<file path="config.mk">
export PLATFORM = sky130hd
export DESIGN_NAME = lpkmc_remainder
export DESIGN_NICKNAME = d
export VERILOG_FILES = /design/src/design/lattice_predator_prey_kmc_step_assert.svh /design/src/design/lpkmc_pkg.sv /design/src/design/lpkmc_remainder.sv
export SDC_FILE = /design/constraint.sdc
export NUM_CORES = 1
export LEC_CHECK = 0
export ABC_AREA = 1
export BUFFER_PORTS_ARGS = -buffer_cell sky130_fd_sc_hd__buf_4
export CORE_ASPECT_RATIO = 1.4
export CORE_MARGIN = 1
export CORE_UTILIZATION = 30
export CTS_CLUSTER_DIAMETER = 30
export DETAILED_ROUTE_END_ITERATION = 10
export GPL_TIMING_DRIVEN = 0
export PLACE_DENSITY = 0.45
export SYNTH_ARGS = -nofsm -noshare
export SYNTH_HDL_FRONTEND = slang
export SYNTH_SLANG_ARGS = --single-unit
</file>
<file path="constraint.sdc">
create_clock -name clk_i -period 2.5 [get_ports clk_i]
set_input_delay 0.25 -clock clk_i [delete_from_list [all_inputs] [get_ports clk_i]]
set_output_delay 0.25 -clock clk_i [all_outputs]
set_load 0.1 [all_outputs]
</file>
<file path="src/design/lattice_predator_prey_kmc_step_assert.svh">
// ----------------------------------------------------------------------------
// Lattice predator-prey step: assertion macros
// Shared helpers for the concurrent checks of the block.
// ----------------------------------------------------------------------------
`ifndef LATTICE_PREDATOR_PREY_KMC_STEP_ASSERT_SVH
`define LATTICE_PREDATOR_PREY_KMC_STEP_ASSERT_SVH

// Implication in the same cycle, checked outside reset.
`define LPKMC_ASSERT_IMP(lbl, ante, cons, msg) \
  lbl: assert property (@(posedge clk_i) disable iff (!rst_ni) (ante) |-> (cons)) \
    else $error(msg);

// Implication into the following cycle, checked outside reset.
`define LPKMC_ASSERT_NXT(lbl, ante, cons, msg) \
  lbl: assert property (@(posedge clk_i) disable iff (!rst_ni) (ante) |=> (cons)) \
    else $error(msg);

`endif

</file>
<file path="src/design/lpkmc_pkg.sv">
// ----------------------------------------------------------------------------
// Lattice predator-prey step package
// Widths, codes, state encoding and the per-bin weight function.
// ----------------------------------------------------------------------------
package lpkmc_pkg;

  localparam int unsigned MaxSide  = 64;
  localparam int unsigned SideW    = $clog2(MaxSide);
  localparam int unsigned AddrW    = 2 * SideW;
  localparam int unsigned Cells    = MaxSide * MaxSide;
  localparam int unsigned CountW   = $clog2(Cells + 1);
  localparam int unsigned RateW    = 16;
  localparam int unsigned RandW    = 16;
  localparam int unsigned NumBins  = 20;
  localparam int unsigned TotalW   = RateW + $clog2(NumBins);
  localparam int unsigned CfgSideW = 7;

  localparam logic [1:0] SpEmpty = 2'd0;
  localparam logic [1:0] SpPrey  = 2'd1;
  localparam logic [1:0] SpPred  = 2'd2;
  localparam logic [1:0] SpBad   = 2'd3;

  localparam logic [1:0] FuncLoad = 2'd0;
  localparam logic [1:0] FuncRead = 2'd1;
  localparam logic [1:0] FuncStep = 2'd2;

  localparam logic [2:0] KindBirth    = 3'd0;
  localparam logic [2:0] KindPredate  = 3'd1;
  localparam logic [2:0] KindDeath    = 3'd2;
  localparam logic [2:0] KindPreyMove = 3'd3;
  localparam logic [2:0] KindPredMove = 3'd4;

  localparam logic [2:0] RegRows     = 3'd0;
  localparam logic [2:0] RegCols     = 3'd1;
  localparam logic [2:0] RegBirth    = 3'd2;
  localparam logic [2:0] RegPredate  = 3'd3;
  localparam logic [2:0] RegDeath    = 3'd4;
  localparam logic [2:0] RegPreyMove = 3'd5;
  localparam logic [2:0] RegPredMove = 3'd6;
  localparam logic [2:0] RegEdge     = 3'd7;

  typedef enum logic [3:0] {
    S_CLEAR, S_IDLE, S_CELL_A, S_CELL_B, S_DIV, S_SCAN, S_NBR, S_SUM,
    S_MUL, S_SEL, S_WR_SITE, S_WR_NBR, S_RCNT, S_DONE
  } state_e;

  typedef struct packed {
    logic [RateW-1:0] birth;
    logic [RateW-1:0] predate;
    logic [RateW-1:0] death;
    logic [RateW-1:0] prey_move;
    logic [RateW-1:0] pred_move;
  } rates_t;

  function automatic logic [CfgSideW-1:0] eff_side(input logic [CfgSideW-1:0] v);
    logic [CfgSideW-1:0] r;
    r = v;
    if (v == '0) r = CfgSideW'(1);
    else if (v > CfgSideW'(MaxSide)) r = CfgSideW'(MaxSide);
    return r;
  endfunction

  function automatic logic [RateW-1:0] bin_weight(
    input logic [1:0] self_sp,
    input logic [1:0] nb_sp,
    input logic       nb_ok,
    input logic       dir_up,
    input logic [2:0] kind,
    input rates_t     rates
  );
    logic [RateW-1:0] w;
    w = '0;
    case (kind)
      KindBirth:    if (nb_ok && self_sp == SpPrey && nb_sp == SpEmpty) w = rates.birth;
      KindPredate:  if (nb_ok && self_sp == SpPred && nb_sp == SpPrey) w = rates.predate;
      KindDeath:    if (dir_up && self_sp == SpPred) w = rates.death;
      KindPreyMove: if (nb_ok && self_sp == SpPrey && nb_sp == SpEmpty) w = rates.prey_move;
      KindPredMove: if (nb_ok && self_sp == SpPred && nb_sp == SpEmpty) w = rates.pred_move;
      default:      w = '0;
    endcase
    return w;
  endfunction

endpackage

</file>
<file path="src/design/lpkmc_remainder.sv">
// ----------------------------------------------------------------------------
// Lattice predator-prey step: remainder unit
// Restoring division, one quotient bit per cycle; returns pick mod count.
// ----------------------------------------------------------------------------
module lpkmc_remainder import lpkmc_pkg::*; (
  input  logic              clk_i,
  input  logic              rst_ni,
  input  logic              start_i,
  input  logic [RandW-1:0]  dividend_i,
  input  logic [CountW-1:0] divisor_i,
  output logic              done_o,
  output logic [CountW-1:0] rem_o
);

  localparam int unsigned StepW = $clog2(RandW + 1);

  logic [StepW-1:0]  step_q, step_d;
  logic              busy_q, busy_d;
  logic [RandW-1:0]  dvd_q, dvd_d;
  logic [CountW-1:0] rem_q, rem_d;
  logic [CountW-1:0] dsr_q, dsr_d;
  logic [CountW:0]   shifted;

  assign shifted = {rem_q, dvd_q[RandW-1]};

  always_comb begin
    step_d = step_q;
    busy_d = busy_q;
    dvd_d  = dvd_q;
    rem_d  = rem_q;
    dsr_d  = dsr_q;
    if (start_i) begin
      busy_d = 1'b1;
      step_d = '0;
      dvd_d  = dividend_i;
      rem_d  = '0;
      dsr_d  = divisor_i;
    end else if (busy_q) begin
      dvd_d  = {dvd_q[RandW-2:0], 1'b0};
      if (shifted >= {1'b0, dsr_q}) rem_d = CountW'(shifted - {1'b0, dsr_q});
      else rem_d = CountW'(shifted);
      step_d = step_q + StepW'(1);
      if (step_q == StepW'(RandW - 1)) busy_d = 1'b0;
    end
  end

  always_ff @(posedge clk_i or negedge rst_ni) begin
    if (!rst_ni) begin
      busy_q <= 1'b0;
      step_q <= '0;
    end else begin
      busy_q <= busy_d;
      step_q <= step_d;
    end
  end

  always_ff @(posedge clk_i) begin
    dvd_q <= dvd_d;
    rem_q <= rem_d;
    dsr_q <= dsr_d;
  end

  assign done_o = busy_q && (step_q == StepW'(RandW - 1));
  assign rem_o  = rem_d;

endmodule

</file>
==> reports/results.txt, run 1 <==
Core ar. - 9460 sq um
CP max FO - 5
Vias in the first global route - 2,681
CP delay by family, top - simple AND/OR/NAND/NOR gates
I/O pin cnt - 46
Worst hold path depth - 1
Total power - 4.85 mW
Area growth, synth to finish - 42.7%
Met2 Use GR - 0.290
Initial core utilization - 0.309
Number of flops mapped to enable cells by yosys - 29
Max transition margin - 0.351
Die height - 119 um
CP peak stage delay - 0.42 ns
Critical path class - flip-flop to primary output
H-Tree Depth - 2
Clk pin slew, worst setup/hold paths - 0.07 ns
Top cell type's share of synthesized area - 0.298
Wire per inst - 13.7 um
Post-Synth Adder-Cell Area - 0.0711
Clk_lat worst skew - 0.30 ns
Gp weighted congestion - 0.800
Initial DRC count - 78
Period utilisation layout - 1.03
Setup TNS - -0.687 ns
Ys flop type - edfxtp_1
Critical Path RT - 2.25 ns
Post-place setup slack - -0.0270 ns
XOR/XNOR share of the synthesized area - 0.0150
CP arrival - 2.33 ns
Max cap viols - 0
Status - complete, but fails checks
First-pass GRT wire length - 12,600 um
Total number of vias - 2,647
DRC Markers - 0
Violated checks - negative setup slack
FF-to-FF setup slack - 0.46 ns
Maximum clock frequency - 0.387 GHz
CTS Sinks - 48
FF-to-FF Start - dvd_q[15]$_DFFE_PP_
Clock skew - 0.00619 ns
Clk buf depth - 2
Max rail drop VDD - 0.452 mV
Hold Crit Class - primary input to flip-flop
Dominant cells by area after synthesis - edfxtp_1 (30%), nand2_1 (19%), inv_1 (9.3%)
Total GRT Usage - 0.161
Synth cell types - 33
Slew Viols, Final - 0
Pre-antenna DRT Iters - 4
Hold path endpoint - dsr_q[0]$_DFFE_PP_
Worst Tran Pin Value - 0.969 ns
Register-to-Register Path Depth - 13
Syn Area/Cell - 7.43 sq um
DIE AREA - 10,100 sq um
Worst r2r dst - rem_q[6]$_DFF_P_
Post-synthesis sequential area ratio - 0.439
Final Setup Violations - 13
Cell Pwr Density - 1160 nW/um^2
Largest family of logic cells by synthesized area - simple AND/OR/NAND/NOR gates
Mapped cell area - 2920 sq um
Final ANT Viol Nets - 0
Num rows - 42
Crit end category - primary output
Chip width - 85.4 um
GR peak layer - met2
Max stage delay cell, worst path - edfxtp_1
CTS buffer count - 5
Avg Vias per Cell - 4.64
GRT overflow - 0
Count leader, synth - nand2_1
PortBufs - 45
M3 GR Usage - 0.0349
Area of the multi-input gates - 1700 sq um
Final Hold Viols - 0
Initial antenna violation count - 0
Synthesis-stage register bit count - 48
Fill cells - 959
Clock period minus worst slack - 2.58 ns
Largest net degree at the start of global routing - 19
Final WS setup - -0.0845 ns
Clock root cell - clkbuf_16
Post-synth top cells - nand2_1 (147), inv_1 (72), edfxtp_1 (29)
Yosys warns - 0
Critical path, cell by cell - ha_4 > fa_2 > inv_2 > nand2_2 > nand3_4 > nand3_4 > clkinv_4 > nor2_4 > nand2_1 > nand3_2 > nand2_2 > buf_12
Largest area contributor in the netlist - edfxtp_1
Unrepaired setup endpoints after global routing - yes
Fin nets - 507
Async set-reset flop share out of synthesis - 0.125
CP bufs+invs - 3
Multiplexer share of the synthesized area - 0
Syn_nets - 441
Hold Crit Start - divisor_i[0]
CTS tree - yes
Final WL - 7830 um
Layout cell share with drive strength beyond 1 - 0.315
Cells after Synth - 393
Final Core Density - 0.441
Met1 GRT Util - 0.177
Synth Area in Compound Gates - 0.0330
Worst Setup Start Kind - flip-flop
Diode count - 0
Simple-gate area share of the yosys netlist - 0.336
DP HPWL - 5590 um
Reg area - 1280 sq um
Leak Pwr - 2.02 nW
[final cells by class]
| cell class | instances | area share |
|---|---|---|
| repair buffers | 56 | 0.141 |
| clock buffers | 5 | 0.0300 |
| multi-input cells | 267 | 0.409 |
| well taps | 110 | 0.0330 |
| plain buffers | 7 | 0.00630 |
| flip-flops and latches | 48 | 0.308 |
| inverters | 74 | 0.0684 |
| clock inverters | 3 | 0.00450 |
[placed cells by master (no fill, tap or decap), types with 5 or more instances in the layout]
cell type and count:
nand3_1 19, edfxtp_1 29, inv_2 11, nand4_1 5
buf_12 13, nor3_1 5, nor2_4 10, o21ai_0 7
inv_1 61, ha_4 12, dfrtp_1 6, nand2_2 18
buf_4 41, nand2_1 131, a21oi_1 7, clkbuf_1 7
dfxtp_1 12, nor2_1 11, nand3_2 7, clkbuf_16 5
nor2_2 11
[registers in the layout, indices dropped and copies added, names as in the netlist]
| name | count |
|---|---|
| rem_q | 13 |
| busy_q | 1 |
| dvd_q | 16 |
| step_q | 5 |
| dsr_q | 13 |
[worst max path at each step]
stage / depth (start not counted) / slack [ns] / to / from
2_1_floorplan: 11 / 0.003 / rem_q[5]$_DFF_P_ / dvd_q[15]$_DFFE_PP_
3_3_place_gp: 13 / -0.05 / rem_o[11] / dvd_q[15]$_DFFE_PP_
3_5_place_dp: 13 / -0.03 / rem_o[11] / dvd_q[15]$_DFFE_PP_
4_1_cts: 12 / -0.12 / rem_o[11] / dsr_q[0]$_DFFE_PP_
5_1_grt: 12 / -0.17 / rem_o[3] / dsr_q[0]$_DFFE_PP_
6_report: 12 / -0.08 / rem_o[3] / dsr_q[0]$_DFFE_PP_
[cell families (layout without fill, tap and decap cells)]
family	after synthesis	count (layout)
AO/OA/AOI/OAI	18	18
XOR/XNOR	5	5
adder cells (fa/ha/maj)	16	16
buffers and inverters	81	145
flip-flops	48	48
AND/OR/NAND/NOR	225	228
[where the power goes]
group	switching, mW	internal [mW]	leakage (nW)	total, mW
Combinational	1.94	1.15	1.47	3.09
Sequential	0.117	0.969	0.486	1.09
Clock	0.307	0.368	0.0635	0.674
Total	2.36	2.48	2.02	4.85
[worst register-to-register path, cell delays in order (launching register included)]
cell	delay, ns
edfxtp_1	0.38
inv_2	0.09
ha_4	0.14
fa_2	0.23
inv_2	0.05
nand2_2	0.09
nand3_4	0.11
nand3_4	0.15
clkinv_4	0.10
nor2_4	0.23
nand2_1	0.10
nand3_2	0.07
nand2_2	0.08
buf_4	0.13
[per-layer routing]
layer | vias to the layer above | wire length (um)
met2 | 60 | 4180
met4 | 0 | 252
met1 | 1214 | 3120
met5 | - | 0
li1 | 1353 | -
met3 | 20 | 274
[per-stage QoR]
stage	instances	hold slack (ns)	area [sq um]
4_1_cts	566	0.122	3920
5_1_grt	570	0.120	4170
3_3_place_gp	548	0.0663	3440
2_1_floorplan	393	-0.0456	2970
3_5_place_dp	548	0.0655	3440
6_report	570	0.126	4170
[what timing repair did]
| action | in CTS | in global routing |
|---|---|---|
| pin swaps | 12 | 24 |
| gates cloned | 3 | 0 |
| hold buffers | 1 | 0 |
| endpoints found under the hold margin | 6 | 0 |
| resized for setup | 56 | 53 |
| buffers inserted | 6 | 4 |
| endpoints found under the setup margin | 13 | 13 |
(Power assumes the default switching activity.)
==> run 2, diff against run 1 <==
==> constraint.sdc (replaced) <==
create_clock -name clk_i -period 3.1 [get_ports clk_i]
set_input_delay 0.31 -clock clk_i [delete_from_list [all_inputs] [get_ports clk_i]]
set_output_delay 0.31 -clock clk_i [all_outputs]
set_load 0.1 [all_outputs]
==> run 2 against run 1 <==
Power is 34% lower. Register-to-register slack improved by 0.50 ns. Hold slack gained 0.061 ns. The flow now finishes without violations. Largest power group unchanged. Clock power is 17% lower. Sequential share of layout area grew 5.2 points. Critical path depth grew 1.
==> reports/results.txt, run 2 (synthesis gave the netlist of run 1 again) <==
Status - finished, final reports clean
Worst Setup Start Kind - flip-flop
Clock skew - 0.00596 ns (-0.000235 ns)
Hold path endpoint - dsr_q[0]$_DFFE_PP_
Clk buf depth - 2 (unchanged)
H-Tree Depth - 2 (unchanged)
Final WL - 7010 um (-10%)
Final Setup Violations - 0 (-13)
Resize count post-CTS - 0 (-100%)
GRT overflow - 0 (unchanged)
Worst Tran Pin Value - 0.675 ns (-0.294 ns)
Max rail drop VDD - 0.348 mV (-23%)
Initial antenna violation count - 0 (unchanged)
Critical Path RT - 2.79 ns (+0.54 ns)
Worst hold path depth - 1 (unchanged)
Comb power frac - 0.563 (-0.074)
Cell Pwr Density - 901 nW/um^2 (-23%)
Vias in the first global route - 2,704 (+0.86%)
Num rows - 42 (unchanged)
I/O pin cnt - 46 (unchanged)
Period utilisation layout - 0.939
Final instance area - 3560 sq um (-14%)
Leak Pwr - 1.91 nW (-5.3%)
Setup TNS - 0 ns (+0.687 ns)
Layout cell share with drive strength beyond 1 - 0.159 (-0.156)
Hold Crit Class - primary input to flip-flop
PortBufs - 45 (unchanged)
Max cap viols - 0 (unchanged)
Most frequent cells in the layout - nand2_1 (147), inv_1 (72), buf_4 (45)
CP arrival - 2.60 ns (+0.27 ns)
Critical path, cell by cell - inv_1 > ha_1 > fa_1 > inv_1 > nand2_1 > nand3_2 > nand3_4 > clkinv_4 > nor2_4 > nor2_1 > nor2_1 > nor2_2 > buf_4
CTS Sinks - 48 (unchanged)
Clk_lat worst skew - 0.29 ns (about the same)
Commonest non-fill, non-tap cell in the layout - nand2_1
Unrepaired setup endpoints after global routing - no
Max stage delay cell, worst path - fa_1
Max transition margin - 0.549 (+0.198)
First-pass GRT wire length - 11,900 um (-5.3%)
Avg Vias per Cell - 4.57 (-1.6%)
Total GRT Usage - 0.150 (-0.0113)
Regs by FF count - dvd_q x16, dsr_q x13, rem_q x13
Non-filler cells, final - 557 (-2.3%)
Gp weighted congestion - 0.780 (-2.5%)
Pint - 1.57 mW (-37%)
FF-to-FF setup slack - 0.96 ns (+0.50 ns)
Slew Viols, Final - 0 (unchanged)
Chip width - 85.4 um (unchanged)
Maximum clock frequency - 0.343 GHz
Hold Crit Start - divisor_i[0]
Initial DRC count - 119 (+53%)
Final ANT Viol Nets - 0 (unchanged)
Final WS setup - 0.188 ns (+0.273 ns)
Sw Ratio - 0.510 (+0.0227)
Max reg flops - 16 (unchanged)
Post-place setup slack - 0.472 ns (+0.499 ns)
Worst r2r dst - rem_q[11]$_DFF_P_
FF-to-FF Start - dvd_q[15]$_DFFE_PP_
Critical path class - flip-flop to primary output
Crit end category - primary output
Largest net degree at the start of global routing - 19 (unchanged)
CP peak stage delay - 0.44 ns (+0.02 ns)
Area of placed instances - 3410 sq um (-1.0%)
Pre-antenna DRT Iters - 4 (unchanged)
DIE AREA - 10,100 sq um (unchanged)
Area growth, synth to finish - 22.1%
Wire per inst - 12.6 um (-8.3%)
CTS tree - yes
Most flop-heavy register - dvd_q
DP HPWL - 5490 um (-1.7%)
Setup Buffers After CTS - 0 (-6)
Sw power - 1.64 mW (-31%)
Core ar. - 9460 sq um (unchanged)
Initial core utilization - 0.309 (unchanged)
Die height - 119 um (unchanged)
Clock power frac - 0.174 (+0.035)
Register-to-Register Path Depth - 12 (-1)
Clock root cell - clkbuf_16
Clock period minus worst slack - 2.91 ns
Total number of vias - 2,546 (-3.8%)
Worst hold slack - 0.186 ns (+0.0606 ns)
Fin nets - 494 (-2.6%)
Diode count - 0 (unchanged)
Reg power frac - 0.263 (+0.039)
CTS buffer count - 5 (unchanged)
Dpl cells - 548 (unchanged)
CP max FO - 10 (+5)
Final Hold Viols - 0 (unchanged)
Clk pin slew, worst setup/hold paths - 0.07 ns (about the same)
DRC Markers - 0 (unchanged)
run 2: how the worst max path moves through the flow:
stage,from,endpoint,slack (ns),cells after the start
2_1_floorplan,dvd_q[15]$_DFFE_PP_,rem_o[11],0.40,12
3_5_place_dp,dvd_q[15]$_DFFE_PP_,rem_o[11],0.47,13
6_report,dvd_q[15]$_DFFE_PP_,rem_o[11],0.19,13
5_1_grt,dvd_q[15]$_DFFE_PP_,rem_o[11],0.01,13
3_3_place_gp,dvd_q[15]$_DFFE_PP_,rem_o[11],0.48,13
4_1_cts,dvd_q[15]$_DFFE_PP_,rem_o[11],0.14,13
run 2: power groups by stage:
stage / logic (mW) / registers (mW) / clock network (mW)
3_3_place_gp: 1.82 / 0.856 / 0
3_5_place_dp: 1.82 / 0.857 / 0
4_1_cts: 1.83 / 0.844 / 0.579
6_report: 1.81 / 0.843 / 0.560
2_1_floorplan: 1.44 / 0.842 / 0
5_1_grt: 1.99 / 0.858 / 0.602
run 2: timing repair:
item | in CTS | in global routing
endpoints found under the hold margin | 6 | 0
endpoints found under the setup margin | 0 | 0
hold buffers | 1 | 0
run 2: cell type report:
cell class              count  area [sq um]
well taps                 110           138
fillers                  1054          5890
repair buffers             46           348
flip-flops and latches     48          1280
plain buffers               7          26.3
inverters                  74           284
clock buffers               5           125
clock inverters             3          21.3
multi-input cells         264          1340
run 2: critical path: cells and delay by family, from the launching register on:
| kind | cells | cell delay (ns) |
|---|---|---|
| fa+ha+maj | 2 | 0.66 |
| buf+inv | 4 | 0.55 |
| flops | 1 | 0.33 |
| simple gates | 7 | 0.76 |
run 2: routing by layer:
layer,share of wire,GRT usage
met5,0,0
met4,0.015,0.0542
met3,0.034,0.0300
met2,0.54,0.284
met1,0.41,0.161
run 2: stage by stage:
stage	util	power [mW]
after global placement	0.360	2.68
after detailed placement	0.360	2.68
final	0.377	3.21
after CTS	0.377	3.25
after floorplan	-	2.28
after global routing	0.377	3.45
